$ cat config.mk
export PLATFORM = sky130hd
export DESIGN_NAME = ote_front
export DESIGN_NICKNAME = d
export VERILOG_FILES = /design/src/sv/ote_pkg.sv /design/src/sv/ote_front.sv
export SDC_FILE = /design/constraint.sdc
export NUM_CORES = 1
export LEC_CHECK = 0
export ABC_AREA = 1
export BUFFER_PORTS_ARGS = -buffer_cell sky130_fd_sc_hd__buf_2
export CAP_MARGIN = 10
export CORE_AREA = 2 2 95 97
export CTS_BUF_LIST = sky130_fd_sc_hd__clkbuf_4 sky130_fd_sc_hd__clkbuf_8 sky130_fd_sc_hd__clkbuf_16
export CTS_CLUSTER_SIZE = 12
export DETAILED_ROUTE_END_ITERATION = 8
export DIE_AREA = 0 0 97 99
export MAX_ROUTING_LAYER = met4
export PLACE_DENSITY = 0.72
export SLEW_MARGIN = 20
export SYNTH_ARGS = -nofsm -noshare
export SYNTH_HDL_FRONTEND = slang
export SYNTH_SLANG_ARGS = --single-unit
$ cat constraint.sdc
create_clock -name clk -period 1.73 [get_ports clk]
set_input_delay 0.2595 -clock clk [delete_from_list [all_inputs] [get_ports clk]]
set_output_delay 0.2595 -clock clk [all_outputs]
set_load 0.01 [all_outputs]
$ cat src/sv/ote_pkg.sv
`timescale 1ns / 1ps

package ote_pkg;

	// Table geometry. The slot of an order is its id modulo the depth, so the
	// depth is a power of two and the slot is the low bits of the id.
	localparam int TABLE_DEPTH = 256;
	localparam int QTY_BITS    = 24;
	localparam int SLOT_BITS   = $clog2(TABLE_DEPTH);
	localparam int CNT_BITS    = $clog2(TABLE_DEPTH + 1);

	// Command queue between the front and the back; depth is a power of two.
	localparam int CMDQ_DEPTH    = 2;
	localparam int CMDQ_PTR_BITS = $clog2(CMDQ_DEPTH);
	localparam int CMDQ_CNT_BITS = $clog2(CMDQ_DEPTH + 1);

	// Operation codes on the request port.
	typedef enum logic [1:0] {
		OP_PLACE  = 2'd0,
		OP_CANCEL = 2'd1,
		OP_FILL   = 2'd2
	} op_t;

	// Status codes on the response port.
	typedef enum logic [2:0] {
		ST_PLACED     = 3'd0,
		ST_CANCELLED  = 3'd1,
		ST_PARTIAL    = 3'd2,
		ST_FILLED     = 3'd3,
		ST_NOT_FOUND  = 3'd4,
		ST_TABLE_FULL = 3'd5
	} status_t;

	// Command kinds after classification in the front.
	typedef enum logic [1:0] {
		K_PLACE  = 2'd0,
		K_CANCEL = 2'd1,
		K_FILL   = 2'd2,
		K_NONE   = 2'd3
	} cmd_kind_t;

	typedef struct packed {
		logic [1:0]          operation;
		logic                order_side;
		logic [31:0]         price_ticks;
		logic [QTY_BITS-1:0] order_quantity;
		logic [31:0]         target_id;
		logic [QTY_BITS-1:0] fill_amount;
	} order_in_t;

	typedef struct packed {
		logic [31:0]         result_id;
		logic [2:0]          status_code;
		logic [QTY_BITS-1:0] filled_total;
		logic [QTY_BITS-1:0] total_quantity;
		logic                any_active;
		logic                any_buy_active;
		logic                any_sell_active;
	} order_out_t;

	// Classified command: id is the new id for a place, else the target id.
	typedef struct packed {
		cmd_kind_t            kind;
		logic [SLOT_BITS-1:0] slot;
		logic [31:0]          id;
		logic                 side;
		logic [31:0]          price;
		logic [QTY_BITS-1:0]  qty;
		logic [QTY_BITS-1:0]  amount;
	} cmd_t;

	// Contents of one table slot.
	typedef struct packed {
		logic [31:0]         tag;
		logic                side;
		logic [31:0]         price;
		logic [QTY_BITS-1:0] quantity;
		logic [QTY_BITS-1:0] filled;
	} slot_entry_t;

endpackage

$ cat src/sv/ote_front.sv
`timescale 1ns / 1ps

module ote_front import ote_pkg::*; (
	input  logic      clk,
	input  logic      arst_n,
	input  logic      push,
	output logic      full,
	input  order_in_t request,
	output logic      cmd_push,
	output cmd_t      cmd,
	input  logic      cmd_full
);

	logic [31:0] id_q;
	logic        accept;

	// A transfer happens whenever the command queue has room.
	assign full   = cmd_full;
	assign accept = push && !cmd_full;
	assign cmd_push = accept;

	// Classify the request and resolve its slot.
	always_comb begin
		cmd.side   = request.order_side;
		cmd.price  = request.price_ticks;
		cmd.qty    = request.order_quantity;
		cmd.amount = request.fill_amount;
		cmd.id     = request.target_id;
		cmd.kind   = K_NONE;
		case (request.operation)
			OP_PLACE: begin
				cmd.kind = K_PLACE;
				cmd.id   = id_q;
			end
			OP_CANCEL: cmd.kind = K_CANCEL;
			OP_FILL:   cmd.kind = K_FILL;
			default:   cmd.kind = K_NONE;
		endcase
		cmd.slot = cmd.id[SLOT_BITS-1:0];
	end

	// Every accepted place consumes one id, even if its slot turns out busy.
	always_ff @(posedge clk or negedge arst_n) begin
		if (!arst_n) begin
			id_q <= '0;
		end else if (accept && request.operation == OP_PLACE) begin
			id_q <= id_q + 32'd1;
		end
	end

endmodule

==> key figures <==
Die
  – Io pins: ~240
  – Die W: 97 µm
  – Starting Density: 0.347
  – Core footprint: 8550 µm²
  – Die Y: 99 µm
  – Row count: 34
  – Die footprint: 9600 µm²

Final layout
  – Largest register FFs: 32
  – Antenna diodes: 0
  – Share of post-route cells with drive strength above 1: 0.286
  – Biggest register: id_q
  – Largest regs: id_q x32
  – Area Growth Syn to Fin: -0.718%
  – NumNets Final: roughly 540

Drt
  – Antenna-violating nets left: 0
  – Met3 Wirelength: 672 µm
  – DR WL/cell: about 14 µm
  – Via count: 2453
  – Vias/cell: 4.65
  – Top layer in use: met4
  – Metal2 WL: 3740 µm
  – Met1 wire length: 2780 µm
  – First-pass detailed-route iteration total: 4
  – Initial DRC Count: 79
  – Residual DRC: 0
  – Post-Route WL: 7410 µm

GRT
  – Number of global-route vias before repair: 2354
  – Initial antenna violation count: 0
  – Total GRT Usage: 0.157
  – First-pass GRT wire length: ~12000 µm
  – Largest net degree at the start of global routing: 33
  – GR Overflow Total: 0

Placed design
  – Number of port buffers: 81
  – Routability-driven placement congestion ratio: 0.896
  – DPL Wire Length: 6230 µm

Clock network
  – Clk slew on worst S/H paths: approximately 70 ps
  – Depth of the CTS H-tree: 2
  – Root cell of the clock tree: clkbuf_8
  – Hold buffers post-CTS: 0
  – Num CTS Buffers: 5
  – CTS tree: yes
  – Clk buf depth: 2
  – Post-CTS resize count: 0
  – CTS sink count: 32
  – Post-CTS setup buffer count: 0
  – Worst-Skew Late Latency: between 200 and 300 ps

Worst setup path
  – R2R depth: 7
  – CP required: 1470 ps
  – Worst reg2reg endpoint: id_q[14]
  – Slowest cell on crit path: nor2_1
  – WP data arrival: around 1300 ps
  – Crit path kind: in2out
  – Crit start category: input port
  – Critical R2R Launch: id_q[1]
  – Critical Path Sink Type: output pin
  – CP Cell Sequence: buf_2 -> nor2_1 -> buf_4 -> nand2_1 -> nand2_1 -> buf_2
  – Delay-heaviest family, CP: simple AND/OR/NAND/NOR gates
  – CP peak stage delay: approximately 360 ps
  – Buf+Inv Stages, Crit Path: 3
  – Setup slack, reg-to-reg: 220 ps
  – CP Max Fanout: 6

STA
  – Pins Over Slew Limit: 0
  – Worst slew pin tran: 726 ps
  – F_max: approximately 660 MHz
  – RSZ-0062 raised after global routing: no
  – Min cycle time layout: between 1500 and 2000 ps
  – Post-route setup TNS: 0 ps
  – Rel. slew slack: 0.516
  – Final Cycle Share: 0.874
  – Worst Skew: 5.78 ps
  – Final setup vio count: 0
  – Final hold violation count: 0

Pwr
  – Power Density: 681 nW/µm²
  – Static Leak: 1.61 nW
  – Maximum vdd ir drop: 0.411 mV
  – Pwr Total: 2.00 mW

Worst hold path
  – Hold Crit Class: in2async

Logic synthesis
  – Mapped Nets: roughly 540
  – Avg Inst Size Synth: ~7.0 µm²
  – Top-area cell type share of the netlist area: 0.270
  – Syn. warnings: 0
  – FF+latch count, synth: 32
  – Sequential area share after synthesis: 0.270
  – Largest area contributor in the netlist: dfrtp_1
  – Leading post-synthesis cells by cell area: dfrtp_1 (27%), buf_4 (23%), nand2_1 (17%)
  – Mapped cell area: 2960 µm²
  – Mapped Cells: 424
  – Synth cell types: 28

Outcome
  – Status: finished clean

Run
  – Max cap viols: 0
[cells in the final DEF, fill, tap and decap left out]
cell       instances
nand4_2            1
ha_1               1
dfrtp_1           32
nand3_2            1
xor2_2             1
nor2_4             5
xnor2_1            3
xor2_1            16
bufinv_16          1
nand2_2            3
inv_1             40
nand2_4            2
clkbuf_8           7
inv_2              2
nor2_8             1
buf_2             81
nor2_1            28
o21bai_2           1
nand4_1            7
nor4_1             1
nor3_1             2
buf_4              5
nand3b_1           1
nand3_1           16
nand2_1          131
nand3_4            1
nand4_4            1
o21ai_0           21
nor2_2             7
[cells in the mapped netlist, drive strengths merged]
cell,number
xnor2,3
ha,1
nor4,1
o21bai,1
nand3,18
nor2,41
clkbuf,8
inv,42
buf,91
dfrtp,32
nand2,136
nand4,9
nor3,2
xor2,17
o21ai,21
nand3b,1
[layer usage]
metal | vias up | global-route usage
li1 | 1190 | -
met1 | 1092 | 0.171
met2 | 139 | 0.273
met3 | 32 | 0.0482
met4 | 0 | 0.0553
met5 | - | -
[cells by family (layout without fill, tap and decap cells)]
family	Yosys count	in the layout	share of synthesized area
and+or+nand+nor	208	208	0.326
buffers and inverters	141	136	0.298
DFF	32	32	0.270
AOI/OAI and AO/OA	22	22	0.0393
xor gates and xnor gates	20	20	0.0617
adders and majority gates	1	1	0.00422
[final cells by class]
cell class | instances | area, µm²
Multi-Input combinational cell | 251 | 1280
Fill cell | 912 | 5610
Inverter | 42 | 158
Timing Repair Buffer | 86 | 443
Sequential cell | 32 | 801
Clock inverter | 1 | 30.0
Tap cell | 108 | 135
Clock buffer | 7 | 96.3
[worst max-delay path by stage]
| stage | start | to | slack, ps | cells after the start |
|---|---|---|---|---|
| detailed placement | cmd_full | id_q[27] | 200 | 10 |
| global route | id_q[1] | id_q[14] | 50 | 7 |
| finish | request[113] | cmd[100] | 220 | 6 |
| floorplan | request[113] | cmd[113] | 330 | 5 |
| global placement | request[113] | id_q[14] | 230 | 6 |
| CTS | id_q[1] | id_q[14] | 220 | 7 |
[per-stage QoR]
| stage | worst slack [ps] | cell area (µm²) | hold WS, ps | instances | util |
|---|---|---|---|---|---|
| 2_1_floorplan | 325 | 2960 | -36.1 | 424 | - |
| 3_5_place_dp | 196 | 2820 | 362 | 519 | 0.329 |
| 4_1_cts | 216 | 2940 | 46.4 | 527 | 0.344 |
| 6_report | 218 | 2940 | 24.7 | 527 | 0.344 |
| 3_3_place_gp | 228 | 2820 | 357 | 519 | 0.329 |
| 5_1_grt | 46.3 | 2940 | 92.8 | 527 | 0.344 |
[power by group]
part	switching, mW	internal, mW
Clock	0.280	0.508
Sequential	0.0500	0.790
Combinational	0.219	0.155
Total	0.550	1.45
[worst register-to-register path, delay by kind of cell, from the launching register on]
family                   cells  cell delay [ps]
buffers and inverters        1               60
adder cells (fa/ha/maj)      1              180
XOR/XNOR                     1              140
AND/OR/NAND/NOR              4              610
flip-flops                   1              390
(Power assumes the default switching activity.)
