===== src/sv/ote_pkg.sv =====
`timescale 1ns / 1ps

package ote_pkg;

	// Table geometry. The slot of an order is its id modulo the depth, so the
	// depth is a power of two and the slot is the low bits of the id.
	localparam int TABLE_DEPTH = 256;
	localparam int QTY_BITS    = 24;
	localparam int SLOT_BITS   = $clog2(TABLE_DEPTH);
	localparam int CNT_BITS    = $clog2(TABLE_DEPTH + 1);

	// Command queue between the front and the back; depth is a power of two.
	localparam int CMDQ_DEPTH    = 2;
	localparam int CMDQ_PTR_BITS = $clog2(CMDQ_DEPTH);
	localparam int CMDQ_CNT_BITS = $clog2(CMDQ_DEPTH + 1);

	// Operation codes on the request port.
	typedef enum logic [1:0] {
		OP_PLACE  = 2'd0,
		OP_CANCEL = 2'd1,
		OP_FILL   = 2'd2
	} op_t;

	// Status codes on the response port.
	typedef enum logic [2:0] {
		ST_PLACED     = 3'd0,
		ST_CANCELLED  = 3'd1,
		ST_PARTIAL    = 3'd2,
		ST_FILLED     = 3'd3,
		ST_NOT_FOUND  = 3'd4,
		ST_TABLE_FULL = 3'd5
	} status_t;

	// Command kinds after classification in the front.
	typedef enum logic [1:0] {
		K_PLACE  = 2'd0,
		K_CANCEL = 2'd1,
		K_FILL   = 2'd2,
		K_NONE   = 2'd3
	} cmd_kind_t;

	typedef struct packed {
		logic [1:0]          operation;
		logic                order_side;
		logic [31:0]         price_ticks;
		logic [QTY_BITS-1:0] order_quantity;
		logic [31:0]         target_id;
		logic [QTY_BITS-1:0] fill_amount;
	} order_in_t;

	typedef struct packed {
		logic [31:0]         result_id;
		logic [2:0]          status_code;
		logic [QTY_BITS-1:0] filled_total;
		logic [QTY_BITS-1:0] total_quantity;
		logic                any_active;
		logic                any_buy_active;
		logic                any_sell_active;
	} order_out_t;

	// Classified command: id is the new id for a place, else the target id.
	typedef struct packed {
		cmd_kind_t            kind;
		logic [SLOT_BITS-1:0] slot;
		logic [31:0]          id;
		logic                 side;
		logic [31:0]          price;
		logic [QTY_BITS-1:0]  qty;
		logic [QTY_BITS-1:0]  amount;
	} cmd_t;

	// Contents of one table slot.
	typedef struct packed {
		logic [31:0]         tag;
		logic                side;
		logic [31:0]         price;
		logic [QTY_BITS-1:0] quantity;
		logic [QTY_BITS-1:0] filled;
	} slot_entry_t;

endpackage


===== src/sv/ote_cmd_queue.sv =====
`timescale 1ns / 1ps

module ote_cmd_queue import ote_pkg::*; (
	input  logic clk,
	input  logic arst_n,
	input  logic wr_en,
	input  cmd_t wr_cmd,
	output logic q_full,
	output logic rd_valid,
	output cmd_t rd_cmd,
	input  logic rd_en
);

	cmd_t                     entry_q [CMDQ_DEPTH];
	logic [CMDQ_PTR_BITS-1:0] wr_ptr_q;
	logic [CMDQ_PTR_BITS-1:0] rd_ptr_q;
	logic [CMDQ_CNT_BITS-1:0] count_q;
	logic                     do_wr;
	logic                     do_rd;

	assign q_full   = (count_q == CMDQ_CNT_BITS'(CMDQ_DEPTH));
	assign rd_valid = (count_q != '0);
	assign rd_cmd   = entry_q[rd_ptr_q];
	assign do_wr    = wr_en && !q_full;
	assign do_rd    = rd_en && rd_valid;

	// Entry storage.
	always_ff @(posedge clk) begin
		if (do_wr) begin
			entry_q[wr_ptr_q] <= wr_cmd;
		end
	end

	// Pointers and fill level.
	always_ff @(posedge clk or negedge arst_n) begin
		if (!arst_n) begin
			wr_ptr_q <= '0;
			rd_ptr_q <= '0;
			count_q  <= '0;
		end else begin
			if (do_wr) begin
				wr_ptr_q <= wr_ptr_q + CMDQ_PTR_BITS'(1);
			end
			if (do_rd) begin
				rd_ptr_q <= rd_ptr_q + CMDQ_PTR_BITS'(1);
			end
			if (do_wr && !do_rd) begin
				count_q <= count_q + CMDQ_CNT_BITS'(1);
			end else if (do_rd && !do_wr) begin
				count_q <= count_q - CMDQ_CNT_BITS'(1);
			end
		end
	end

endmodule


===== config.mk =====
export PLATFORM = sky130hd
export DESIGN_NAME = ote_cmd_queue
export DESIGN_NICKNAME = d
export VERILOG_FILES = /design/src/sv/ote_pkg.sv /design/src/sv/ote_cmd_queue.sv
export SDC_FILE = /design/constraint.sdc
export NUM_CORES = 1
export LEC_CHECK = 0
export ABC_CLOCK_PERIOD_IN_PS = 19300
export BUFFER_PORTS_ARGS = -buffer_cell sky130_fd_sc_hd__buf_2
export CAP_MARGIN = 10
export CORE_ASPECT_RATIO = 0.5
export CORE_MARGIN = 2
export CORE_UTILIZATION = 44
export CTS_BUF_LIST = sky130_fd_sc_hd__clkbuf_4 sky130_fd_sc_hd__clkbuf_8 sky130_fd_sc_hd__clkbuf_16
export DETAILED_ROUTE_END_ITERATION = 8
export PLACE_DENSITY_LB_ADDON = 0.25
export SYNTH_ARGS = -nofsm -noshare
export SYNTH_HDL_FRONTEND = slang
export SYNTH_SLANG_ARGS = --single-unit

===== constraint.sdc =====
create_clock -name clk -period 19.3 [get_ports clk]
set_clock_uncertainty 0.05 [all_clocks]
set_input_delay 0 -clock clk [delete_from_list [all_inputs] [get_ports clk]]
set_output_delay 0 -clock clk [all_outputs]
set_load 0.005 [all_outputs]

==> impl_metrics.yaml, run 1 <==
setup_path:
  crit_chain: "buf_4 -> mux2_2 -> buf_2"
  max_stage_delay_ns: 1.03
  crit_start: "rd_ptr_q"
  reg2reg_from: "count_q[0]"
  start_kind: "register"
  ff2ff_path_depth: 3
  critPathMaxFanout: 64
  regToRegSetupSlack_ns: 16.58
  crit_slowest_cell: "dfrtp_4"
  cp.arrival_ns: 3.18
  critical_path_required_ns: 19.25
  crit_path_end_kind: "output pin"
  r2r_end: "entry_q[1][30]"
  crit_type: "reg2out"
power_and_ir_drop:
  vdd_drop_max_mv: 0.1047
  clkPwrFrac_pct: 24.7
  power.density_nw_per_um2: 134.3
  p_int_w: 0.001257
  switching_share_pct: 26.90
  power.switching_w: 0.0004626
  p_leak_nw: 5.013
  p_seq_share_pct: 46.6
  combPwrFrac_pct: 28.7
clocking:
  cts_tree: "built"
  numCtsBuffers: 23
  clock-sinks: 250
  clock_latency_ns: 0.50
  root_buffer: "clkbuf_16"
  cts_resized: 0
  clockBufferDepth: 3
  cts_hold_buf: 127
  post_cts_buffers: 0
  htree_levels: 1
  clk_pin_slew_worst_paths_ns: 0.07
floorplanning:
  dieArea_um2: 22420
  die_h_um: 106.9
  start_util_pct: 45.12
  core_um2: 20650
  ios: 252
  rows: 37
  dieWidth_um: 209.8
sta:
  setup_viol: 0
  period_share_pct: 16.76
  fmax_mhz: 309.2
  drv_slew: 0
  worst_pin_slew_ns: 1.067
  period_needed_ns: 3.234
  max_slew_margin_pct: 28.87
  tns_ns: 0
  finalHoldViolCount: 0
  rsz0062_at_grt: "false"
routing:
  drc: 0
  antenna_left: 0
  viasPerCell: 4.663
  routedWlPerCell_um: 17.00
  vias: 5045
  dr.pass1.iters: 4
  drtIter0Drc: 245
  totalWireLength_um: 18400
global_route:
  grt_pass1_wl_um: 28120
  grt_max_degree: 116
  antenna_found_initial: 0
  first_global_vias: 5471
  grt_overflow_total: 0
  track_usage_pct: 16.20
logic_synthesis:
  avgSynthCellArea_um2: 23.17
  synth_nets: 530
  ys_ff_latch: 250
  syn_inst: 402
  yosys_warnings: 0
  ys_types: 15
  syn_area_um2: 9315
  yosysSeqAreaShare_pct: 80.38
min_path:
  hold_end: "entry_q[0][10]"
  hold_depth: 2
  hp-class: "in2reg"
  min_from: "wr_cmd[10]"
placed_design:
  portBuffers: 251
  placed_cell_area_um2: 10840
  routabilityCongestion: 0.7375
  dpl.hpwl_um: 11230
final_layout:
  final_cell_area_um2: 12810
  syn_to_final_growth_pct: 37.53
  ff_latch_area_um2: 7491
  nets: 922
  final_common_cell: "buf_2"
  multi_input_area_um2: 1713
  diodes: 0
  drive_gt1_share_pct: 51.17
  layout_common_cells: "buf_2 (251), edfxtp_1 (246), dlygate4sd3_1 (127)"
  nFillCells: 1505
job:
  cap_violations: 0
run_status:
  status: "completed"
[cells in the mapped netlist]
master / instances / area share, %
edfxtp_1: 246 / 79
mux2_2: 63 / 7.6
ha_1: 1 / 0.13
buf_6: 8 / 0.97
inv_1: 2 / 0.081
or2_2: 1 / 0.067
xnor2_1: 3 / 0.28
xor2_1: 2 / 0.19
and3_1: 1 / 0.067
nor2_1: 2 / 0.081
mux2_4: 60 / 9.7
buf_2: 6 / 0.32
nand2_1: 2 / 0.081
nand2b_1: 1 / 0.067
dfrtp_1: 4 / 1.1
[state kept, by name, indices dropped and copies added, names as in the netlist]
| signal | cells |
|---|---|
| entry_q | 246 |
| count_q | 2 |
| rd_ptr_q | 1 |
| wr_ptr_q | 1 |
[stage by stage]
step                      cells  hold slack, ns  util (%)  power, W  setup WS, ns
after global placement      915         -0.2360     52.52  0.001286         16.55
after floorplan             402         -0.3456         -  0.001122         12.91
after global routing       1082          0.1494     62.05  0.001806         15.89
final                      1082          0.1620     62.05  0.001720         16.07
after detailed placement    915         -0.2392     52.52  0.001294         16.56
after CTS                  1082          0.1384     62.05  0.001742         16.01
[power by group through the flow]
stage / Clock [W] / Combinational, W / Sequential, W
floorplan: 0 / 0.000328 / 0.000794
global route: 0.000459 / 0.000532 / 0.000815
detailed placement: 0 / 0.000480 / 0.000815
global placement: 0 / 0.000477 / 0.000809
CTS: 0.000437 / 0.000502 / 0.000803
finish: 0.000425 / 0.000494 / 0.000801
[worst max path at each step]
stage,endpoint,slack [ns],cells after the start
floorplan,entry_q[0][0],12.91,3
global placement,rd_cmd[28],16.55,3
detailed placement,rd_cmd[28],16.56,3
CTS,rd_cmd[28],16.01,3
global route,rd_cmd[28],15.89,3
finish,rd_cmd[28],16.07,3
[layer usage]
layer / global-route usage, % / share of wire [%]
met1: 18.56 / 40
met3: 3.515 / 4.3
met2: 30.56 / 53
met4: 5.015 / 2.5
met5: 0 / 0
[layout make-up]
type	count	share of cell area [%]
clock inverters	11	0.5860
multi-input cells	136	13.37
flip-flops and latches	250	58.47
clock buffers	29	4.844
well taps	273	2.666
repair buffers	381	20.00
inverters	2	0.05860
[worst max-delay path: cells and delay by family (launching register included)]
family   cells  cell delay, ns
buf+inv      2            1.08
flops        1            1.03
mux          1            0.43
[logic make-up (layout without fill, tap and decap cells)]
| kind of cell | after synthesis | count (layout) | synth area share (%) |
|---|---|---|---|
| buffers and inverters | 16 | 423 | 1.370 |
| flip-flops | 250 | 250 | 80.38 |
| adder cells (fa/ha/maj) | 1 | 1 | 0.1343 |
| AND/OR/NAND/NOR | 7 | 7 | 0.3628 |
| XOR/XNOR | 5 | 5 | 0.4702 |
| multiplexers | 123 | 123 | 17.29 |
Note: power is estimated with default switching activity, not from simulation.
==> run 2: changes to the inputs <==
--- a/config.mk
+++ b/config.mk
@@ -5,7 +5,7 @@
 export SDC_FILE = /design/constraint.sdc
 export NUM_CORES = 1
 export LEC_CHECK = 0
-export ABC_CLOCK_PERIOD_IN_PS = 19300
+export ABC_CLOCK_PERIOD_IN_PS = 2900
 export BUFFER_PORTS_ARGS = -buffer_cell sky130_fd_sc_hd__buf_2
 export CAP_MARGIN = 10
 export CORE_ASPECT_RATIO = 0.5
==> constraint.sdc (replaced) <==
create_clock -name clk -period 2.9 [get_ports clk]
set_clock_uncertainty 0.05 [all_clocks]
set_input_delay 0 -clock clk [delete_from_list [all_inputs] [get_ports clk]]
set_output_delay 0 -clock clk [all_outputs]
set_load 0.005 [all_outputs]
==> impl_metrics.yaml, run 2 (synthesis gave the netlist of run 1 again) <==
routing:
  drtIter0Drc: 178
  drc: 0
  vias: 5061
  antenna_left: 0
  viasPerCell: 4.660
  routedWlPerCell_um: 17.17
  dr.pass1.iters: 4
  totalWireLength_um: 18650
power_and_ir_drop:
  power.density_nw_per_um2: 892.1
  vdd_drop_max_mv: 0.5425
  p_leak_nw: 5.065
  power_w: 0.01153
placed_design:
  dpl.hpwl_um: 11670
  routabilityCongestion: 0.7345
  portBuffers: 251
final_layout:
  final_common_cell: "buf_2"
  largest-register: "entry_q"
  diodes: 0
  layout_common_cells: "buf_2 (251), edfxtp_1 (246), dlygate4sd3_1 (127)"
  nFillCells: 1496
  multi_input_area_um2: 1728
  syn_to_final_growth_pct: 38.72
  reg_top3: "entry_q x246, count_q x2"
  drive_gt1_share_pct: 51.78
  largest_register_ffs: 246
  nets: 926
  ff_latch_area_um2: 7491
floorplanning:
  core_um2: 20650
  dieWidth_um: 209.8
  die_h_um: 106.9
  dieArea_um2: 22420
  start_util_pct: 45.12
  rows: 37
  ios: 252
setup_path:
  reg2reg_from: "count_q[0]"
  crit_path_end: "rd_cmd[107]"
  ff2ff_path_depth: 4
  critPathMaxFanout: 35
  crit_start: "rd_ptr_q"
  crit_chain: "buf_12 -> mux2_2 -> buf_2"
  crit_slowest_cell: "dfrtp_4"
  cp.arrival_ns: 2.16
  r2r_end: "entry_q[0][44]"
  max_stage_delay_ns: 0.78
  start_kind: "register"
  regToRegSetupSlack_ns: 1.12
  critical_path_required_ns: 2.85
  crit_path_end_kind: "output pin"
  crit_type: "reg2out"
sta:
  period_share_pct: 76.35
  tns_ns: 0
  finalHoldViolCount: 0
  worst_pin_slew_ns: 0.5528
  max_slew_margin_pct: 63.15
  fmax_mhz: 451.7
  period_needed_ns: 2.214
  setup_viol: 0
  drv_slew: 0
  rsz0062_at_grt: "false"
global_route:
  track_usage_pct: 16.26
  first_global_vias: 5312
  grt_pass1_wl_um: 28080
  antenna_found_initial: 0
  grt_overflow_total: 0
  grt_max_degree: 65
run_status:
  status: "completed"
clocking:
  htree_levels: 1
  cts_resized: 0
  post_cts_buffers: 0
  numCtsBuffers: 23
  clockBufferDepth: 3
  clock_latency_ns: 0.51
  root_buffer: "clkbuf_16"
  clock-sinks: 250
  clk_pin_slew_worst_paths_ns: 0.06
  cts_hold_buf: 127
  cts_tree: "built"
min_path:
  hp-class: "in2reg"
job:
  cap_violations: 0
-- run 2: routing by layer --
layer / part of all wire, % / up-vias / track usage (%)
met3: 3.7 / 38 / 2.812
met1: 41 / 2507 / 19.92
met4: 2.9 / 0 / 5.522
met2: 52 / 128 / 29.50
met5: 0 / - / 0
li1: - / 2388 / -
-- run 2: cell type report --
class / count / area share (%)
Timing Repair Buffer: 385 / 20.64
Clock buffer: 25 / 4.570
Tap cell: 273 / 2.643
Inverter: 2 / 0.05809
Clock inverter: 15 / 0.7455
Multi-Input combinational cell: 136 / 13.37
Sequential cell: 250 / 57.97
-- run 2: worst min-delay path by stage --
stage,startpoint,end,slack (ns),cells past startpoint
final,wr_cmd[113],entry_q[0][113],0.17,2
after global routing,wr_cmd[109],entry_q[0][109],0.16,2
after CTS,wr_cmd[82],entry_q[0][82],0.15,2
after detailed placement,arst_n,count_q[1],-0.24,1
after global placement,arst_n,count_q[0],-0.24,1
after floorplan,arst_n,count_q[0],-0.35,0
-- run 2: critical path, delay by kind of cell (launching register included) --
family                 cells  cell delay (ns)
buffers and inverters      2             0.45
multiplexers               1             0.38
flip-flops                 1             0.78
-- run 2: power by group --
part / switching, W / total (W) / internal (W)
combinational: 0.00160 / 0.00352 / 0.00192
clock: 0.00123 / 0.00278 / 0.00155
sequential: 0.000297 / 0.00523 / 0.00494
-- run 2: through the flow --
step | hold slack [ns] | cells | area [um2] | utilization, % | setup slack (ns)
floorplan | -0.3456 | 402 | 9339 | - | 0.007788
global placement | -0.2400 | 919 | 10960 | 53.10 | 1.162
detailed placement | -0.2370 | 919 | 10960 | 53.10 | 1.127
CTS | 0.1457 | 1086 | 12920 | 62.59 | 0.6578
global route | 0.1553 | 1086 | 12920 | 62.59 | 0.5939
finish | 0.1651 | 1086 | 12920 | 62.59 | 0.6860
